File: src/design/i2cmbe_pkg.sv
`timescale 1ns / 1ps
// i2cmbe_pkg: shared types and constants of the i2c master byte engine
// no dependencies; imported by the front end, the sequencer, the top level and the testbench

package i2cmbe_pkg;

    // command codes as they arrive on the command field
    localparam logic [2:0] OP_IDLE  = 3'd0;
    localparam logic [2:0] OP_START = 3'd1;
    localparam logic [2:0] OP_STOP  = 3'd2;
    localparam logic [2:0] OP_WRITE = 3'd3;
    localparam logic [2:0] OP_READ  = 3'd4;

    // item classes assigned by the front end
    localparam logic [1:0] KIND_NOP  = 2'd0;
    localparam logic [1:0] KIND_TICK = 2'd1;
    localparam logic [1:0] KIND_CMD  = 2'd2;

    // phase codes inside one bit slot
    localparam logic [1:0] PH_0 = 2'd0;
    localparam logic [1:0] PH_1 = 2'd1;
    localparam logic [1:0] PH_2 = 2'd2;

    // bit slot index: msb first, the ack slot follows bit 0
    localparam logic [3:0] BIT_MSB  = 4'd7;
    localparam logic [3:0] ACK_SLOT = 4'd8;

    // configuration
    localparam logic [15:0] HBT_RESET = 16'd5;
    localparam int          ADDR_W    = 3;
    localparam logic        REG_HBT   = 1'b0;

    typedef struct packed {
        logic [1:0] kind;
        logic [2:0] op;
        logic [7:0] tx_byte;
        logic       rd_ack;
        logic       sda_level;
    } cmd_item_t;

    typedef struct packed {
        logic       scl_release;
        logic       sda_release;
        logic       busy;
        logic       done;
        logic [7:0] rx_byte;
        logic       ack_seen;
        logic       rejected;
    } result_t;

endpackage

File: src/design/i2cmbe_fifo.sv
`timescale 1ns / 1ps
// i2cmbe_fifo: small show-ahead queue of registers
// no package dependencies; used by the front end and the sequencer

module i2cmbe_fifo #(
    parameter int WIDTH = 8,
    parameter int DEPTH = 2
) (
    input  logic             clk,
    input  logic             rst_n,
    input  logic             push,
    input  logic [WIDTH-1:0] wr_data,
    output logic             full,
    input  logic             pop,
    output logic [WIDTH-1:0] rd_data,
    output logic             empty
);
    localparam int PTR_W = $clog2(DEPTH);
    localparam int CNT_W = $clog2(DEPTH + 1);
    localparam logic [PTR_W-1:0] PTR_LAST = PTR_W'(DEPTH - 1);
    localparam logic [CNT_W-1:0] CNT_FULL = CNT_W'(DEPTH);

    logic [WIDTH-1:0] mem [DEPTH];
    logic [PTR_W-1:0] wr_ptr_reg, wr_ptr_next;
    logic [PTR_W-1:0] rd_ptr_reg, rd_ptr_next;
    logic [CNT_W-1:0] cnt_reg, cnt_next;
    logic             do_push, do_pop;

    assign full    = (cnt_reg == CNT_FULL);
    assign empty   = (cnt_reg == '0);
    assign do_push = push && !full;
    assign do_pop  = pop && !empty;
    assign rd_data = mem[rd_ptr_reg];

    always_comb
    begin
        wr_ptr_next = wr_ptr_reg;
        rd_ptr_next = rd_ptr_reg;
        cnt_next    = cnt_reg;
        if (do_push)
        begin
            wr_ptr_next = (wr_ptr_reg == PTR_LAST) ? '0 : wr_ptr_reg + 1'b1;
        end
        if (do_pop)
        begin
            rd_ptr_next = (rd_ptr_reg == PTR_LAST) ? '0 : rd_ptr_reg + 1'b1;
        end
        if (do_push && !do_pop)
        begin
            cnt_next = cnt_reg + 1'b1;
        end
        else if (do_pop && !do_push)
        begin
            cnt_next = cnt_reg - 1'b1;
        end
    end

    always_ff @(posedge clk or negedge rst_n)
    begin
        if (!rst_n)
        begin
            wr_ptr_reg <= '0;
            rd_ptr_reg <= '0;
            cnt_reg    <= '0;
        end
        else
        begin
            wr_ptr_reg <= wr_ptr_next;
            rd_ptr_reg <= rd_ptr_next;
            cnt_reg    <= cnt_next;
        end
    end

    always_ff @(posedge clk)
    begin
        if (do_push)
        begin
            mem[wr_ptr_reg] <= wr_data;
        end
    end

endmodule

File: src/design/i2cmbe_front.sv
`timescale 1ns / 1ps
// i2cmbe_front: accepts items, classifies them and queues them for the sequencer
// depends on i2cmbe_pkg and i2cmbe_fifo

module i2cmbe_front #(
    parameter int DEPTH = 2
) (
    input  logic                  clk,
    input  logic                  rst_n,
    input  logic                  push,
    output logic                  full,
    input  logic [2:0]            command,
    input  logic [7:0]            tx_byte,
    input  logic                  rd_ack,
    input  logic                  sda_level,
    input  logic                  item_pop,
    output i2cmbe_pkg::cmd_item_t item,
    output logic                  item_empty
);
    import i2cmbe_pkg::*;

    cmd_item_t                   in_item;
    logic [$bits(cmd_item_t)-1:0] q_rd;

    // tick, real command or unknown code (no-op)
    always_comb
    begin
        in_item.op        = command;
        in_item.tx_byte   = tx_byte;
        in_item.rd_ack    = rd_ack;
        in_item.sda_level = sda_level;
        case (command)
            OP_IDLE:  in_item.kind = KIND_TICK;
            OP_START: in_item.kind = KIND_CMD;
            OP_STOP:  in_item.kind = KIND_CMD;
            OP_WRITE: in_item.kind = KIND_CMD;
            OP_READ:  in_item.kind = KIND_CMD;
            default:  in_item.kind = KIND_NOP;
        endcase
    end

    i2cmbe_fifo #(
        .WIDTH ($bits(cmd_item_t)),
        .DEPTH (DEPTH)
    ) u_cmd_q (
        .clk     (clk),
        .rst_n   (rst_n),
        .push    (push),
        .wr_data (in_item),
        .full    (full),
        .pop     (item_pop),
        .rd_data (q_rd),
        .empty   (item_empty)
    );

    assign item = cmd_item_t'(q_rd);

endmodule

File: src/design/i2cmbe_back.sv
`timescale 1ns / 1ps
// i2cmbe_back: scl/sda bit sequencer, phase timer and result queue
// depends on i2cmbe_pkg and i2cmbe_fifo

module i2cmbe_back #(
    parameter int DEPTH = 2
) (
    input  logic                  clk,
    input  logic                  rst_n,
    input  logic [15:0]           half_bit_ticks,
    input  i2cmbe_pkg::cmd_item_t item,
    input  logic                  item_empty,
    output logic                  item_pop,
    input  logic                  res_pop,
    output i2cmbe_pkg::result_t   res,
    output logic                  res_empty
);
    import i2cmbe_pkg::*;

    logic        scl_reg, scl_next;
    logic        sda_reg, sda_next;
    logic [2:0]  op_reg, op_next;
    logic [1:0]  phase_reg, phase_next;
    logic [3:0]  bit_reg, bit_next;
    logic [7:0]  shift_reg, shift_next;
    logic [15:0] tick_reg, tick_next;
    logic        ack_reg, ack_next;
    logic [7:0]  rx_reg, rx_next;
    logic        ack_out_reg, ack_out_next;

    logic        take, res_full;
    logic        done, rej, fin, adv_bit;
    logic [15:0] limit, tick_inc;
    logic [2:0]  bit_dec;
    result_t     res_in;
    logic [$bits(result_t)-1:0] q_rd;

    assign take     = !item_empty && !res_full;
    assign item_pop = take;
    assign limit    = (half_bit_ticks == '0) ? 16'd1 : half_bit_ticks;
    assign tick_inc = tick_reg + 16'd1;
    assign bit_dec  = bit_reg[2:0] - 3'd1;

    always_comb
    begin
        scl_next     = scl_reg;
        sda_next     = sda_reg;
        op_next      = op_reg;
        phase_next   = phase_reg;
        bit_next     = bit_reg;
        shift_next   = shift_reg;
        tick_next    = tick_reg;
        ack_next     = ack_reg;
        rx_next      = rx_reg;
        ack_out_next = ack_out_reg;
        done         = 1'b0;
        rej          = 1'b0;
        fin          = 1'b0;
        adv_bit      = 1'b0;
        if (take)
        begin
            case (item.kind)
                KIND_CMD:
                begin
                    if (op_reg != OP_IDLE)
                    begin
                        rej = 1'b1;
                    end
                    else
                    begin
                        op_next    = item.op;
                        phase_next = PH_0;
                        bit_next   = BIT_MSB;
                        tick_next  = '0;
                        case (item.op)
                            OP_START:
                            begin
                                sda_next = 1'b1;
                                scl_next = 1'b1;
                            end
                            OP_STOP:
                            begin
                                sda_next = 1'b0;
                            end
                            OP_WRITE:
                            begin
                                shift_next = item.tx_byte;
                                sda_next   = item.tx_byte[7];
                            end
                            default:
                            begin
                                shift_next   = '0;
                                ack_out_next = item.rd_ack;
                                sda_next     = 1'b1;
                            end
                        endcase
                    end
                end
                KIND_TICK:
                begin
                    if (op_reg != OP_IDLE)
                    begin
                        if ((tick_inc >= limit) || (tick_inc == '0))
                        begin
                            tick_next = '0;
                            case (op_reg)
                                OP_START:
                                begin
                                    if (phase_reg == PH_0)
                                    begin
                                        sda_next   = 1'b0;
                                        phase_next = PH_1;
                                    end
                                    else if (phase_reg == PH_1)
                                    begin
                                        scl_next   = 1'b0;
                                        phase_next = PH_2;
                                    end
                                    else
                                    begin
                                        fin = 1'b1;
                                    end
                                end
                                OP_STOP:
                                begin
                                    if (phase_reg == PH_0)
                                    begin
                                        scl_next   = 1'b1;
                                        phase_next = PH_1;
                                    end
                                    else if (phase_reg == PH_1)
                                    begin
                                        sda_next   = 1'b1;
                                        phase_next = PH_2;
                                    end
                                    else
                                    begin
                                        fin = 1'b1;
                                    end
                                end
                                OP_WRITE:
                                begin
                                    if (phase_reg == PH_0)
                                    begin
                                        scl_next   = 1'b1;
                                        phase_next = PH_1;
                                    end
                                    else if (phase_reg == PH_1)
                                    begin
                                        // slave ack: sda pulled low while scl high
                                        if ((bit_reg == ACK_SLOT) && scl_reg)
                                        begin
                                            ack_next = !item.sda_level;
                                        end
                                        scl_next   = 1'b0;
                                        phase_next = PH_2;
                                    end
                                    else if (bit_reg == ACK_SLOT)
                                    begin
                                        fin = 1'b1;
                                    end
                                    else
                                    begin
                                        adv_bit = 1'b1;
                                    end
                                end
                                OP_READ:
                                begin
                                    if (phase_reg == PH_0)
                                    begin
                                        scl_next   = 1'b1;
                                        phase_next = PH_1;
                                    end
                                    else if (bit_reg == ACK_SLOT)
                                    begin
                                        if (phase_reg == PH_1)
                                        begin
                                            scl_next   = 1'b0;
                                            phase_next = PH_2;
                                        end
                                        else
                                        begin
                                            sda_next = 1'b1;
                                            rx_next  = shift_reg;
                                            fin      = 1'b1;
                                        end
                                    end
                                    else
                                    begin
                                        if (scl_reg && item.sda_level)
                                        begin
                                            shift_next[bit_reg[2:0]] = 1'b1;
                                        end
                                        scl_next = 1'b0;
                                        adv_bit  = 1'b1;
                                    end
                                end
                                default:
                                begin
                                    op_next    = OP_IDLE;
                                    phase_next = PH_0;
                                    bit_next   = BIT_MSB;
                                end
                            endcase
                            if (adv_bit)
                            begin
                                phase_next = PH_0;
                                if (bit_reg == '0)
                                begin
                                    bit_next = ACK_SLOT;
                                    sda_next = (op_reg == OP_WRITE) ? 1'b1 : !ack_out_reg;
                                end
                                else
                                begin
                                    bit_next = {1'b0, bit_dec};
                                    if (op_reg == OP_WRITE)
                                    begin
                                        sda_next = shift_reg[bit_dec];
                                    end
                                end
                            end
                            if (fin)
                            begin
                                done       = 1'b1;
                                op_next    = OP_IDLE;
                                phase_next = PH_0;
                                bit_next   = BIT_MSB;
                            end
                        end
                        else
                        begin
                            tick_next = tick_inc;
                        end
                    end
                end
                default:
                begin
                end
            endcase
        end
    end

    always_ff @(posedge clk or negedge rst_n)
    begin
        if (!rst_n)
        begin
            scl_reg     <= 1'b1;
            sda_reg     <= 1'b1;
            op_reg      <= OP_IDLE;
            phase_reg   <= PH_0;
            bit_reg     <= BIT_MSB;
            shift_reg   <= '0;
            tick_reg    <= '0;
            ack_reg     <= 1'b0;
            rx_reg      <= '0;
            ack_out_reg <= 1'b0;
        end
        else
        begin
            scl_reg     <= scl_next;
            sda_reg     <= sda_next;
            op_reg      <= op_next;
            phase_reg   <= phase_next;
            bit_reg     <= bit_next;
            shift_reg   <= shift_next;
            tick_reg    <= tick_next;
            ack_reg     <= ack_next;
            rx_reg      <= rx_next;
            ack_out_reg <= ack_out_next;
        end
    end

    always_comb
    begin
        res_in.scl_release = scl_next;
        res_in.sda_release = sda_next;
        res_in.busy        = (op_next != OP_IDLE);
        res_in.done        = done;
        res_in.rx_byte     = rx_next;
        res_in.ack_seen    = ack_next;
        res_in.rejected    = rej;
    end

    i2cmbe_fifo #(
        .WIDTH ($bits(result_t)),
        .DEPTH (DEPTH)
    ) u_res_q (
        .clk     (clk),
        .rst_n   (rst_n),
        .push    (take),
        .wr_data (res_in),
        .full    (res_full),
        .pop     (res_pop),
        .rd_data (q_rd),
        .empty   (res_empty)
    );

    assign res = result_t'(q_rd);

    a_idle_clean: assert property (@(posedge clk) disable iff (!rst_n)
        (op_reg == OP_IDLE) |-> (phase_reg == PH_0 && tick_reg == '0 && bit_reg == BIT_MSB))
        else $error("idle sequencer left phase, timer or bit index dirty");

    a_done_ends: assert property (@(posedge clk) disable iff (!rst_n)
        (take && done) |=> (op_reg == OP_IDLE))
        else $error("completed command left the sequencer busy");

    a_reject_busy: assert property (@(posedge clk) disable iff (!rst_n)
        (take && rej) |=> ($stable(op_reg) && op_reg != OP_IDLE))
        else $error("rejected command disturbed the active command");

    a_phase_range: assert property (@(posedge clk) disable iff (!rst_n)
        (phase_reg != 2'd3) && (bit_reg <= ACK_SLOT))
        else $error("phase or bit index out of range");

    a_no_tick_idle: assert property (@(posedge clk) disable iff (!rst_n)
        (take && item.kind == KIND_TICK && op_reg == OP_IDLE) |=> $stable(scl_reg)
            && $stable(sda_reg))
        else $error("tick moved the lines while idle");

endmodule

File: src/design/i2c_master_byte_engine_core.sv
`timescale 1ns / 1ps
// i2c master byte engine, top level: apb register, front end and sequencer
// a result passes through the command queue and the result queue registers before it is on the result ports
// throughput: one item per clock while neither queue stalls; each beat is one sequencer step, no loop spans cycles
// both sides are queues (depth CMD_Q_DEPTH and RES_Q_DEPTH) so either side may stall
// reset (rst_n low, async) empties both queues, releases scl and sda, returns to idle
// and sets half_bit_ticks to 5; no clearing pass is needed

module i2c_master_byte_engine_core #(
    parameter int CMD_Q_DEPTH = 2,
    parameter int RES_Q_DEPTH = 2
) (
    input  logic                        clk,
    input  logic                        rst_n,
    // configuration port
    input  logic                        psel,
    input  logic                        penable,
    input  logic                        pwrite,
    input  logic [i2cmbe_pkg::ADDR_W-1:0] paddr,
    input  logic [31:0]                 pwdata,
    output logic [31:0]                 prdata,
    output logic                        pready,
    // item side
    input  logic                        push,
    output logic                        full,
    input  logic [2:0]                  command,
    input  logic [7:0]                  tx_byte,
    input  logic                        rd_ack,
    input  logic                        sda_level,
    // result side
    output logic                        empty,
    input  logic                        pop,
    output logic                        scl_release,
    output logic                        sda_release,
    output logic                        busy_res,
    output logic                        done_res,
    output logic [7:0]                  rx_byte,
    output logic                        ack_seen,
    output logic                        rejected
);
    import i2cmbe_pkg::*;

    logic [15:0] hbt_reg, hbt_next;
    logic        cfg_wr;
    cmd_item_t   item;
    logic        item_empty;
    logic        item_pop;
    result_t     res;

    // apb: zero wait states, single register in the low word
    assign pready = 1'b1;
    assign cfg_wr = psel && penable && pwrite && pready;
    assign prdata = (paddr[2] == REG_HBT) ? {16'b0, hbt_reg} : 32'b0;

    always_comb
    begin
        hbt_next = hbt_reg;
        if (cfg_wr && (paddr[2] == REG_HBT))
        begin
            hbt_next = pwdata[15:0];
        end
    end

    always_ff @(posedge clk or negedge rst_n)
    begin
        if (!rst_n)
        begin
            hbt_reg <= HBT_RESET;
        end
        else
        begin
            hbt_reg <= hbt_next;
        end
    end

    // front end: classify tick / command / no-op and buffer the beat
    i2cmbe_front #(
        .DEPTH (CMD_Q_DEPTH)
    ) u_front (
        .clk        (clk),
        .rst_n      (rst_n),
        .push       (push),
        .full       (full),
        .command    (command),
        .tx_byte    (tx_byte),
        .rd_ack     (rd_ack),
        .sda_level  (sda_level),
        .item_pop   (item_pop),
        .item       (item),
        .item_empty (item_empty)
    );

    // back end: one sequencer step per beat, result queued toward the consumer
    i2cmbe_back #(
        .DEPTH (RES_Q_DEPTH)
    ) u_back (
        .clk            (clk),
        .rst_n          (rst_n),
        .half_bit_ticks (hbt_reg),
        .item           (item),
        .item_empty     (item_empty),
        .item_pop       (item_pop),
        .res_pop        (pop),
        .res            (res),
        .res_empty      (empty)
    );

    assign scl_release = res.scl_release;
    assign sda_release = res.sda_release;
    assign busy_res    = res.busy;
    assign done_res    = res.done;
    assign rx_byte     = res.rx_byte;
    assign ack_seen    = res.ack_seen;
    assign rejected    = res.rejected;

endmodule

File: config.mk
export PLATFORM = sky130hd
export DESIGN_NAME = i2c_master_byte_engine_core
export DESIGN_NICKNAME = d
export VERILOG_FILES = /design/src/design/i2cmbe_pkg.sv /design/src/design/i2cmbe_fifo.sv /design/src/design/i2cmbe_front.sv /design/src/design/i2cmbe_back.sv /design/src/design/i2c_master_byte_engine_core.sv
export SDC_FILE = /design/constraint.sdc
export NUM_CORES = 1
export LEC_CHECK = 0
export ABC_CLOCK_PERIOD_IN_PS = 3300
export CORE_MARGIN = 10
export CORE_UTILIZATION = 30
export DETAILED_ROUTE_END_ITERATION = 8
export DONT_BUFFER_PORTS = 1
export SYNTH_ARGS = -nofsm -noshare
export SYNTH_HDL_FRONTEND = slang
export SYNTH_HIERARCHICAL = 1
export SYNTH_SLANG_ARGS = --single-unit
File: constraint.sdc
create_clock -name clk -period 3.3 [get_ports clk]
set_clock_uncertainty 0.05 [all_clocks]
set_input_delay 0.165 -clock clk [delete_from_list [all_inputs] [get_ports clk]]
set_output_delay 0.165 -clock clk [all_outputs]
set_load 0.02 [all_outputs]
Yosys cells after proc, flatten, opt, wreduce, memory -nomap -nowiden:

Memories as Yosys holds them, arrays and structs flattened.
Index checks and enable logic that the tools add are counted.

* add/subtract/negate cells: 10
* $lt $le $gt $ge: 4
* eq/ne operators: 27
* mux-type cells: 133
* bitwise operators: 4
* reductions and logical operators: 49

Operator list (number)
* 8-bit two-way mux: 15
* 16-bit two-way mux: 5
* 1-bit two-way mux: 70
* 16-bit zero test: 2
* 16-bit one-hot mux with 2 select lines: 1
* 8-bit one-hot mux with 2 select lines: 2
* 4-bit two-way mux: 7
* 2-bit two-way mux: 13
* 3-bit by 2-bit == test with 1-bit output (second input constant): 6
* 3-bit two-way mux: 6
* 16-bit by 1-bit adder with 16-bit output (second input constant): 1
* 16-bit greater-or-equal comparator: 1
* 1-bit logical AND: 15
* 2-bit one-hot mux with 2 select lines: 3
* 6-bit AND reduction: 2
* 1-bit zero test: 10
* 2-bit != test (second input constant): 5
* 10-bit AND reduction: 1
* 3-bit by 1-bit == test with 1-bit output (second input constant): 3
* 3-bit by 4-bit less-than comparator with 1-bit output (second input constant): 2
* 8-bit bitwise OR: 1
* 1-bit one-hot mux with 2 select lines: 4
* 4-bit one-hot mux with 2 select lines: 1
* 4-bit AND reduction: 2
* 27 further kinds: 49

* register bits: 69
* bits in writable memories: 58
* bits of input ports: 55
* output and inout port bits: 49
* word-level logic and storage cells: 246
* memories kept: 2

Memory list
* u_front.u_cmd_q.mem: words 2, bits a word 15, rd ports 1, clocked after memory_dff 0, wr ports 1, line i2cmbe_fifo.sv:23 `logic [WIDTH-1:0] mem [DEPTH];`
* u_back.u_res_q.mem: words 2, bits a word 14, rd ports 1, clocked after memory_dff 0, wr ports 1, line i2cmbe_fifo.sv:23

Depth between registers and ports, before layout:

Gate-level depths: netlist of the first run.

* depth in word-level cells: 15
* depth in mapped cells: 15

Modules after synthesis:

The synthesis of the first run kept the hierarchy.

By module, submodules not included
* i2cmbe_back: times used 1, cells each 416, area each 3667.3 um2, seq. area each 1132.3 um2
* i2cmbe_fifo (u_front.u_cmd_q): times used 1, cells each 66, area each 1331.3 um2, seq. area each 1001.0 um2
* i2cmbe_fifo (u_back.u_res_q): times used 1, cells each 63, area each 1260.0 um2, seq. area each 940.9 um2
* i2c_master_byte_engine_core: times used 1, cells each 70, area each 902.1 um2, seq. area each 402.9 um2
* i2cmbe_front: times used 1, cells each 3, area each 30.0 um2, seq. area each 0.0 um2

Least setup slack after synthesis of the first run:

No wires, ideal clock.

* path type: reg2reg
* start point: register u_back.tick_reg[0]
* end point: memory u_back/u_res_q/mem[0][2] in the netlist's numbering, data pin
* library setup time: 264 ps
* data arrival time: 3211 ps
* data required time: 2986 ps
* path slack: -225 ps
* cell stages (with the launch flop): 15
* buffers on the path: 2
* clock period less this slack: 3525 ps
* cell sequence: dfrtp_1 > ha_1 > buf_2 > nand3_4 > nor4_2 > xor2_1 > ha_1 > o21ai_0 > nor2_1 > a2111oi_0 > o21ai_0 > a31o_2 > and3b_1 > buf_6 > mux2_4

RTL lines
* start: declaration: line i2cmbe_back.sv:26 `logic [15:0] tick_reg, tick_next;`
* start signal: assignment: line i2cmbe_back.sv:266 `tick_reg <= tick_next;`
* end: declaration: line i2cmbe_fifo.sv:23

==> results.sh, run 1 <==
export IMPL_final_common_cell="buf_4"
export IMPL_hpwl_mm=11.8
export IMPL_grt_max_degree=70
export IMPL_routed_wirelength_mm=16.5
export IMPL_cts_sinks=127
export IMPL_cts_root_buf="clkbuf_16"
export IMPL_largest_reg_flops=30
export IMPL_met3_usage_pct=3.15
export IMPL_drtPass1Iterations=5
export IMPL_io_buffers=0
export IMPL_criticalPathCategory="reg2reg"
export IMPL_drcViolationCount=0
export IMPL_min_path_type="in2reg"
export IMPL_tightest_slew_ns=0.800
export IMPL_r2r_end="u_back/u_res_q/mem[1][5]$_DFFE_PP_"
export IMPL_core_area_um2=23500
export IMPL_antennaDiodeCount=0
export IMPL_die_y_um=175
export IMPL_post_drt_wl_per_cell_um=15.9
export IMPL_rr_startpoint="u_back/tick_reg[2]$_DFFE_PN0P_"
export IMPL_synthToLayoutAreaGrowth_pct=25.4
export IMPL_grt_use_met2_pct=15.8
export IMPL_rsz0062_at_grt="true"
export IMPL_critPathRequiredTime_ns=3.42
export IMPL_cts_tree="yes"
export IMPL_final_antenna_net_count=0
export IMPL_drive_above_1_share_pct=30.8
export IMPL_top_usage_layer="met2"
export IMPL_async_flop_share_pct=54.3
export IMPL_vias_per_cell=4.81
export IMPL_syn_inst=618
export IMPL_reg2regPathDepth=13
export IMPL_period_needed_ns=3.40
export IMPL_start_kind="flip-flop"
export IMPL_synth_avg_cell_area_um2=11.6
export IMPL_ys_seq_elements=127
export IMPL_rows=56
export IMPL_ir_drop_mv=0.433
export IMPL_drt_iter0_drc=363
export IMPL_max_slew_margin_rel_pct=46.6
export IMPL_synth_edf_count=58
export IMPL_maxCapViolations=0
export IMPL_crit_path_start="u_back/tick_reg[2]$_DFFE_PN0P_"
export IMPL_powerDensity_nw_per_um2=761
export IMPL_gp_congestion=0.889
export IMPL_crit_fanout=8
export IMPL_r2r_slack_ns=-0.10
export IMPL_layout_common_cells="buf_4, dfrtp_1, edfxtp_1"
export IMPL_synth_top_area_share_pct=24.2
export IMPL_place_inst=964
export IMPL_finalSetupViolCount=27
export IMPL_synth_area_um2=7190
export IMPL_p_total_mw=6.86
export IMPL_crit_path_end="u_back/u_res_q/mem[1][5]$_DFFE_PP_"
export IMPL_ys_flop_type="dfrtp_1"
export IMPL_endpoint_kind="flip-flop"
export IMPL_synth_distinct_cells=75
export IMPL_ios=104
export IMPL_worstSkewPairLatency_ns=0.42
export IMPL_synth_top_cell_by_area="edfxtp_1"
export IMPL_die_w_um=175
export IMPL_yosysSeqAreaShare_pct=48.4
export IMPL_die_area_um2=30600
export IMPL_fin_cells=1037
export IMPL_antenna_found_initial=0
export IMPL_clock_fmax_mhz=294
export IMPL_largestRegisters="u_front/u_cmd_q/mem (30), u_back/u_res_q/mem (28)"
export IMPL_grt_pass1_wl_mm=26.6
export IMPL_vias=4991
export IMPL_use_met1_pct=14.7
export IMPL_slew_viol_final=0
export IMPL_grt_overflow=0
export IMPL_fin_nets=782
export IMPL_failed_checks="setup timing"
export IMPL_yosys_top_cells_area="edfxtp_1, dfrtp_1, mux2_4"
export IMPL_grt_usage_pct=10.7
export IMPL_outcome="finished, violations left"
export IMPL_leakage_nw=3.81
export IMPL_fin_ws_ns=-0.101
export IMPL_grt_pass1_vias=4852
export IMPL_hold_viol_final=0
export IMPL_cp_data_arrival_time_ns=3.52
export IMPL_period_share_pct=103
export IMPL_htree_num_levels=4
export IMPL_yosys_warnings=6
export IMPL_cts_buffer_depth=2
export IMPL_start_util_pct=30.5
export IMPL_top_register="u_front/u_cmd_q/mem"
export IMPL_cts_inserted_buffers=17
export IMPL_clkTransAtPathRegs_ns=0.07
-- synthesized netlist by cell type (all sizes together) (4+ instances only) --
cell type / count
and2b: 6
edfxtp: 58
nor4: 8
or3: 5
dfrtp: 62
nor2: 38
ha: 22
xor2: 10
nor3b: 6
mux2: 56
nand2: 31
o21ai: 25
a41oi: 10
dfstp: 7
nor3: 10
o2111ai: 4
nand3: 15
and2: 6
a22o: 12
inv: 32
nand4: 9
clkbuf: 8
buf: 43
nor2b: 16
a31oi: 6
o31ai: 4
nand2b: 8
a21oi: 28
xnor2: 17
and3: 7
-- worst min path at each step --
stage,slack [ns],startpoint,to,cells past startpoint
after floorplan,-0.18,rst_n,hbt_reg[10]$_DFFE_PN0P_,0
after global placement,-0.17,rst_n,u_back/tick_reg[5]$_DFFE_PN0P_,0
after detailed placement,-0.17,rst_n,u_back/tick_reg[5]$_DFFE_PN0P_,0
after CTS,0.17,pwrite,hbt_reg[7]$_DFFE_PN0P_,2
after global routing,0.19,pwrite,hbt_reg[7]$_DFFE_PN0P_,2
final,0.18,pwrite,hbt_reg[7]$_DFFE_PN0P_,2
-- final cells by class --
| class | instances | area [µm²] |
|---|---|---|
| flip-flops and latches | 127 | 3480 |
| inverters | 32 | 120 |
| clock inverters | 14 | 140 |
| multi-input cells | 423 | 3520 |
| well taps | 319 | 399 |
| repair buffers | 104 | 918 |
| clock buffers | 18 | 439 |
| fillers | 2291 | 14500 |
-- critical path: stages, from the launching register on --
cell       delay, ns
dfrtp_1         0.42
buf_4           0.15
and4_4          0.18
buf_4           0.13
and2_1          0.17
xor2_2          0.17
ha_1            0.32
a21oi_1         0.19
nor3_1          0.08
a2111oi_2       0.31
o21ai_2         0.14
a31o_2          0.25
and3b_4         0.25
mux2_4          0.32
-- stage by stage --
step | area (µm²) | utilization (%) | hold slack, ns | TNS, ns | worst slack, ns
after global placement | 7790 | 33.1 | -0.173 | -8.20 | -0.267
after detailed placement | 7790 | 33.1 | -0.173 | -8.84 | -0.276
after global routing | 9020 | 38.3 | 0.186 | -9.60 | -0.245
after CTS | 8810 | 37.4 | 0.167 | -0.816 | -0.0487
after floorplan | 7280 | - | -0.181 | -0.118 | -0.00737
final | 9020 | 38.3 | 0.178 | -2.07 | -0.101
-- layer usage --
layer	share of wire [%]	wire, µm
met5	0	0
met2	46	7560
met1	47	7830
met3	5.2	858
met4	1.5	243
-- repair_timing --
item                                   in CTS  in global routing
pin swaps                                  10                 20
endpoints found under the hold margin     117                  0
gates cloned                                0                  0
resized for setup                          16                 30
setup endpoints to repair                  69                 70
buffers inserted                            3                  5
hold buffers                               34                  0
-- kinds of logic after synthesis --
| family | after synthesis | share of synthesized area, % |
|---|---|---|
| other cells | 2 | 0.104 |
| xor+xnor | 27 | 3.39 |
| flops | 127 | 48.4 |
| buf+inv | 83 | 6.77 |
| fa+ha+maj | 22 | 3.83 |
| compound gates | 119 | 11.3 |
| mux | 59 | 11.4 |
| simple gates | 179 | 14.8 |
-- report_power, final --
group / switching, mW / internal, mW / leakage (nW) / total [mW]
clock: 0.783 / 1.02 / 0.278 / 1.80
combinational: 1.45 / 1.09 / 2.11 / 2.54
sequential: 0.343 / 2.17 / 1.42 / 2.51
total: 2.58 / 4.28 / 3.81 / 6.86
(Power assumes the default switching activity.)
==> inputs of run 2 (changes only) <==
CORE_MARGIN = 1   (was 10)
==> run 2 against run 1 <==
The flow still finishes with violations (setup timing). Flip-flop and latch count did not move. Combinational power rose by 3%. First-iteration DRC count fell by 34%. Critical path type unchanged. Maximum frequency rose by 1.4%. Power rose by 1.9%. Clock power rose by 3%. Highest routed layer unchanged. Critical path depth rose by 1. Register-to-register slack improved by 0.05 ns. Die area fell by 20%. Sequential power barely moved. Via count rose by 1.7%.
==> results.sh, run 2 (synthesized netlist as in run 1, its figures left out) <==
export IMPL_outcome="finished, violations left"
export IMPL_failed_checks="setup timing"
export IMPL_period_share_pct=102
export IMPL_die_y_um=157
export IMPL_crit_fanout=5
export IMPL_hold_viol_final=0
export IMPL_path_delay_family="compound AO/OA/AOI/OAI gates"
export IMPL_post_drt_wl_per_cell_um=15.5
export IMPL_swShare_pct=37.5
export IMPL_rsz0062_at_grt="true"
export IMPL_drt_iter0_drc=239
export IMPL_crit_path_start="u_back/tick_reg[0]$_DFFE_PN0P_"
export IMPL_cp_data_arrival_time_ns=3.44
export IMPL_max_slew_margin_rel_pct=48.3
export IMPL_cts_root_buf="clkbuf_16"
export IMPL_antenna_found_initial=0
export IMPL_ir_drop_mv=0.522
export IMPL_criticalPathCategory="reg2reg"
export IMPL_reg2regPathDepth=14
export IMPL_fin_util_pct=39.0
export IMPL_cp_slowest_cell="dfrtp_2"
export IMPL_io_buffers=0
export IMPL_grt_usage_pct=13.7
export IMPL_layout_common_cells="buf_4, dfrtp_1, edfxtp_1"
export IMPL_worstSkewPairLatency_ns=0.42
export IMPL_crit_top_cell="nand4_1"
export IMPL_min_path_type="in2reg"
export IMPL_cts_tree="yes"
export IMPL_drcViolationCount=0
export IMPL_worstHoldStart="command[0]"
export IMPL_place_area_um2=7810
export IMPL_tightest_slew_ns=0.776
export IMPL_htree_num_levels=4
export IMPL_switching_power_mw=2.62
export IMPL_endpoint_kind="flip-flop"
export IMPL_drtPass1Iterations=4
export IMPL_grt_pass1_wl_mm=26.0
export IMPL_crit_chain="nand4_1 -> nor2_2 -> nand4_1 -> xnor2_1 -> ha_1 -> a21oi_1 -> o21ai_0 -> a2111oi_2 -> o21ai_2 -> a31o_4 -> buf_4 -> buf_12 -> a21oi_4 -> o221ai_4"
export IMPL_r2r_end="u_back/u_res_q/mem[1][13]$_DFFE_PP_"
export IMPL_grt_overflow=0
export IMPL_grt_max_degree=70
export IMPL_period_needed_ns=3.35
export IMPL_cts_sinks=127
export IMPL_timing_hold_ws_ns=0.0298
export IMPL_routed_wirelength_mm=16.2
export IMPL_p_int_mw=4.37
export IMPL_final_antenna_net_count=0
export IMPL_drive_above_1_share_pct=32.3
export IMPL_clkTransAtPathRegs_ns=0.06
export IMPL_rr_startpoint="u_back/tick_reg[0]$_DFFE_PN0P_"
export IMPL_clock_fmax_mhz=298
export IMPL_cts_buffer_depth=2
export IMPL_final_cell_area_um2=9160
export IMPL_top_register="u_front/u_cmd_q/mem"
export IMPL_synthToLayoutAreaGrowth_pct=27.4
export IMPL_core_area_um2=23500
export IMPL_min_to="u_front/u_cmd_q/mem[0][14]$_DFFE_PP_"
export IMPL_leakage_nw=3.86
export IMPL_largest_reg_flops=30
export IMPL_start_kind="flip-flop"
export IMPL_vias_per_cell=4.88
export IMPL_gp_congestion=0.858
export IMPL_die_w_um=157
export IMPL_slew_viol_final=0
export IMPL_grt_pass1_vias=4968
export IMPL_fin_nets=785
export IMPL_die_area_um2=24600
export IMPL_critPathBufInv=2
export IMPL_combinationalPowerShare_pct=37.6
export IMPL_max_stage_delay_ns=0.42
export IMPL_start_util_pct=30.6
export IMPL_pre_cts_ws_ns=-0.231
export IMPL_rows=56
export IMPL_ios=104
export IMPL_antennaDiodeCount=0
export IMPL_fin_ws_ns=-0.0530
export IMPL_cts_inserted_buffers=17
export IMPL_p_seq_share_pct=35.8
export IMPL_critPathRequiredTime_ns=3.39
export IMPL_powerDensity_nw_per_um2=763
export IMPL_holdPathStages=2
export IMPL_p_total_mw=6.99
export IMPL_largestRegisters="u_front/u_cmd_q/mem (30), u_back/u_res_q/mem (28)"
export IMPL_final_common_cell="buf_4"
export IMPL_r2r_slack_ns=-0.05
export IMPL_vias=5075
export IMPL_finalSetupViolCount=21
export IMPL_fillers=2257
export IMPL_maxCapViolations=0
export IMPL_hpwl_mm=11.0
export IMPL_clock_power_share_pct=26.6
## run 2: metrics by stage
| stage | cells | setup TNS (ns) |
|---|---|---|
| final | 1040 | -0.523 |
| after floorplan | 633 | -0.118 |
| after detailed placement | 965 | -6.55 |
| after global placement | 965 | -4.43 |
| after CTS | 1033 | -1.14 |
| after global routing | 1040 | -5.28 |
## run 2: metal layers
layer	global-route usage, %	up-vias	wire, µm
li1	-	2422	-
met3	2.66	26	720
met4	5.74	0	340
met2	21.1	149	7470
met5	0	-	0
met1	18.6	2478	7630
## run 2: how the worst max path moves through the flow
stage	endpoint	slack (ns)	cells after the start
after floorplan	u_back/u_res_q/mem[0][2]$_DFFE_PP_	-0.007	13
after global placement	u_back/u_res_q/mem[1][4]$_DFFE_PP_	-0.18	13
after CTS	u_back/u_res_q/mem[0][9]$_DFFE_PP_	-0.08	11
final	u_back/u_res_q/mem[1][13]$_DFFE_PP_	-0.05	14
after detailed placement	u_back/u_res_q/mem[0][9]$_DFFE_PP_	-0.23	13
after global routing	u_back/u_res_q/mem[1][9]$_DFFE_PP_	-0.17	14
## run 2: repair_timing
item | CTS | global route
cloned | 0 | 3
pin swaps | 12 | 18
endpoints found under the hold margin | 117 | 0
setup buffers | 5 | 4
resized for setup | 18 | 43
hold buffers | 33 | 0
setup endpoints to repair | 59 | 69
## run 2: layout make-up
class | instances | area (µm²) | share of cell area [%]
clock buffers | 17 | 425 | 4.64
clock inverters | 15 | 165 | 1.80
inverters | 32 | 120 | 1.31
multi-input cells | 423 | 3590 | 39.2
flip-flops and latches | 127 | 3480 | 38.0
well taps | 319 | 399 | 4.36
repair buffers | 107 | 978 | 10.7
## run 2: power groups by stage
stage	clock network, mW	registers [mW]	logic (mW)
global placement	0	2.51	2.41
CTS	1.91	2.49	2.53
global route	1.98	2.56	2.87
finish	1.86	2.50	2.62
detailed placement	0	2.52	2.42
floorplan	0	2.36	1.96
==> inputs of run 3 (changes only) <==
--- a/config.mk
+++ b/config.mk
@@ -12,2 +12,3 @@
 export DONT_BUFFER_PORTS = 1
+export GPL_ROUTABILITY_DRIVEN = 0
 export SYNTH_ARGS = -nofsm -noshare
==> constraint.sdc (replaced) <==
create_clock -name clk -period 3.3 [get_ports clk]
set_clock_uncertainty 0.05 [all_clocks]
set_input_delay 0.825 -clock clk [delete_from_list [all_inputs] [get_ports clk]]
set_output_delay 0.825 -clock clk [all_outputs]
set_load 0.02 [all_outputs]
==> run 3 against run 2 <==
The run still ends with setup timing left. Worst hold slack improved by 0.012 ns. Critical endpoint is now u_back/tick_reg[7]$_DFFE_PN0P_. Sequential share of layout area increased by 1.5 points. Register-to-register slack got worse by 0.15 ns. Highest routed layer unchanged. Count of clock-buffer cells in the layout is the same. Via count down 4.8%. Final area is 3.9% lower. Maximum frequency fell by 4.2%. First-iteration DRC count is 19% higher. Wire length fell by 4.0%. Clock power about the same. Non-clock buffer count is 26 lower.
==> results.sh, run 3 (synthesized netlist as in run 1, its figures left out) <==
export IMPL_rsz0062_at_grt="true"
export IMPL_rr_startpoint="u_back/tick_reg[0]$_DFFE_PN0P_"
export IMPL_top_register="u_front/u_cmd_q/mem"
export IMPL_reg2regPathDepth=15
export IMPL_tightest_slew_ns=0.782
export IMPL_ios=104
export IMPL_period_needed_ns=3.50
export IMPL_hpwl_mm=11.0
export IMPL_cts_inserted_buffers=17
export IMPL_io_buffers=0
export IMPL_largest_reg_flops=30
export IMPL_ir_drop_mv=0.465
export IMPL_fillers=2282
export IMPL_powerDensity_nw_per_um2=783
export IMPL_drive_above_1_share_pct=34.1
export IMPL_failed_checks="setup timing"
export IMPL_die_w_um=157
export IMPL_max_stage_delay_ns=0.41
export IMPL_start_util_pct=30.6
export IMPL_cts_buffer_depth=2
export IMPL_r2r_slack_ns=-0.20
export IMPL_cts_sinks=127
export IMPL_htree_num_levels=4
export IMPL_grt_pass1_wl_mm=25.0
export IMPL_grt_usage_pct=13.3
export IMPL_crit_top_cell="nor2_4"
export IMPL_final_common_cell="buf_4"
export IMPL_drt_iter0_drc=285
export IMPL_drtPass1Iterations=5
export IMPL_crit_chain="buf_4 -> and4_4 -> nand3_2 -> nor2_4 -> xor2_2 -> ha_1 -> a211oi_1 -> nor2_1 -> a2111oi_4 -> o21ai_2 -> a311o_2 -> buf_6 -> nor2_4 -> clkbuf_16 -> a22o_1"
export IMPL_crit_fanout=6
export IMPL_largestRegisters="u_front/u_cmd_q/mem (30), u_back/u_res_q/mem (28)"
export IMPL_start_kind="flip-flop"
export IMPL_grt_pass1_vias=4755
export IMPL_synthToLayoutAreaGrowth_pct=22.4
export IMPL_leakage_nw=3.70
export IMPL_endpoint_kind="flip-flop"
export IMPL_cts_tree="yes"
export IMPL_vias_per_cell=4.76
export IMPL_antennaDiodeCount=0
export IMPL_die_y_um=157
export IMPL_cts_root_buf="clkbuf_16"
export IMPL_drcViolationCount=0
export IMPL_layout_common_cells="buf_4, dfrtp_1, edfxtp_1"
export IMPL_cp_data_arrival_time_ns=3.81
export IMPL_period_share_pct=106
export IMPL_critPathRequiredTime_ns=3.61
export IMPL_finalSetupViolCount=52
export IMPL_die_area_um2=24600
export IMPL_core_area_um2=23500
export IMPL_antenna_found_initial=0
export IMPL_routed_wirelength_mm=15.5
export IMPL_pre_cts_ws_ns=-0.656
export IMPL_grt_overflow=0
export IMPL_maxCapViolations=0
export IMPL_post_drt_wl_per_cell_um=15.3
export IMPL_hold_viol_final=0
export IMPL_clkTransAtPathRegs_ns=0.07
export IMPL_clock_fmax_mhz=286
export IMPL_max_slew_margin_rel_pct=47.9
export IMPL_criticalPathCategory="reg2reg"
export IMPL_slew_viol_final=0
export IMPL_vias=4831
export IMPL_cp_slowest_cell="dfrtp_2"
export IMPL_worstSkewPairLatency_ns=0.42
export IMPL_min_path_type="in2async"
export IMPL_fin_nets=759
export IMPL_timing_hold_ws_ns=0.0417
export IMPL_fin_ws_ns=-0.199
export IMPL_r2r_end="u_back/tick_reg[7]$_DFFE_PN0P_"
export IMPL_ctsHoldBuffers=0
export IMPL_outcome="finished, violations left"
export IMPL_final_antenna_net_count=0
export IMPL_grt_max_degree=70
export IMPL_rows=56
[run 3: cell count changes in the layout (fill, tap and decap cells not counted), moves of 2 or more]
cell and change:
buf_4 +8, nor3_2 -2, nor3_1 +2, clkinv_8 +2
nand3_1 -3, o31ai_4 -2, dlygate4sd3_1 -32, nor3b_2 +2
nor3b_4 -2, nand3_2 +3, o21ai_1 +3
[run 3: cell type report]
type,count,area (µm²),area share [%]
well taps,319,399,4.54
repair buffers,81,666,7.56
inverters,32,120,1.36
clock inverters,15,161,1.83
clock buffers,17,425,4.83
multi-input cells,423,3550,40.3
flip-flops and latches,127,3480,39.5
[run 3: power breakdown]
part	internal, mW	switching [mW]
sequential	2.17	0.324
combinational	1.12	1.45
clock	1.01	0.818
total	4.30	2.59
[run 3: worst max path at each step]
| stage | startpoint | endpoint | cells past startpoint |
|---|---|---|---|
| after floorplan | u_back/tick_reg[1]$_DFFE_PN0P_ | u_back/u_res_q/mem[0][2]$_DFFE_PP_ | 13 |
| after global placement | u_back/tick_reg[1]$_DFFE_PN0P_ | u_back/u_res_q/mem[0][4]$_DFFE_PP_ | 13 |
| after detailed placement | u_back/tick_reg[1]$_DFFE_PN0P_ | u_back/u_res_q/mem[0][8]$_DFFE_PP_ | 14 |
| after CTS | u_back/tick_reg[1]$_DFFE_PN0P_ | u_back/u_res_q/mem[0][7]$_DFFE_PP_ | 11 |
| after global routing | u_back/tick_reg[0]$_DFFE_PN0P_ | u_back/tick_reg[7]$_DFFE_PN0P_ | 14 |
| final | u_back/tick_reg[0]$_DFFE_PN0P_ | u_back/tick_reg[7]$_DFFE_PN0P_ | 15 |
[run 3: worst max-delay path, delay by kind of cell, from the launching register on]
kind,cells,cell delay (ns)
simple gates,5,0.77
buf+inv,3,0.46
flops,1,0.41
compound gates,5,1.28
fa+ha+maj,1,0.29
xor+xnor,1,0.19
[run 3: repair_timing]
item                                    in CTS  in global routing
setup buffers                                9                  7
gates cloned                                 0                  1
resized for setup                           19                 34
pin swaps                                   12                 25
endpoints found under the setup margin      70                 70
[run 3: routing by layer]
layer  vias up  wire (µm)  global-route usage (%)
li1       2367          -                       -
met1      2346       7310                    17.3
met2       102       7290                    20.7
met3        16        627                    3.27
met4         0        280                    5.98
met5         -          0                       0
[run 3: stage by stage]
step	util [%]	setup TNS, ns	total power [mW]	instance area, µm²	cells
after floorplan	-	-0.118	4.33	7280	633
after global placement	33.3	-25.88	4.88	7820	967
after detailed placement	33.3	-31.15	4.93	7820	967
after CTS	36.4	-3.61	6.85	8550	1006
after global routing	37.5	-11.92	7.30	8800	1014
final	37.5	-5.95	6.89	8800	1014
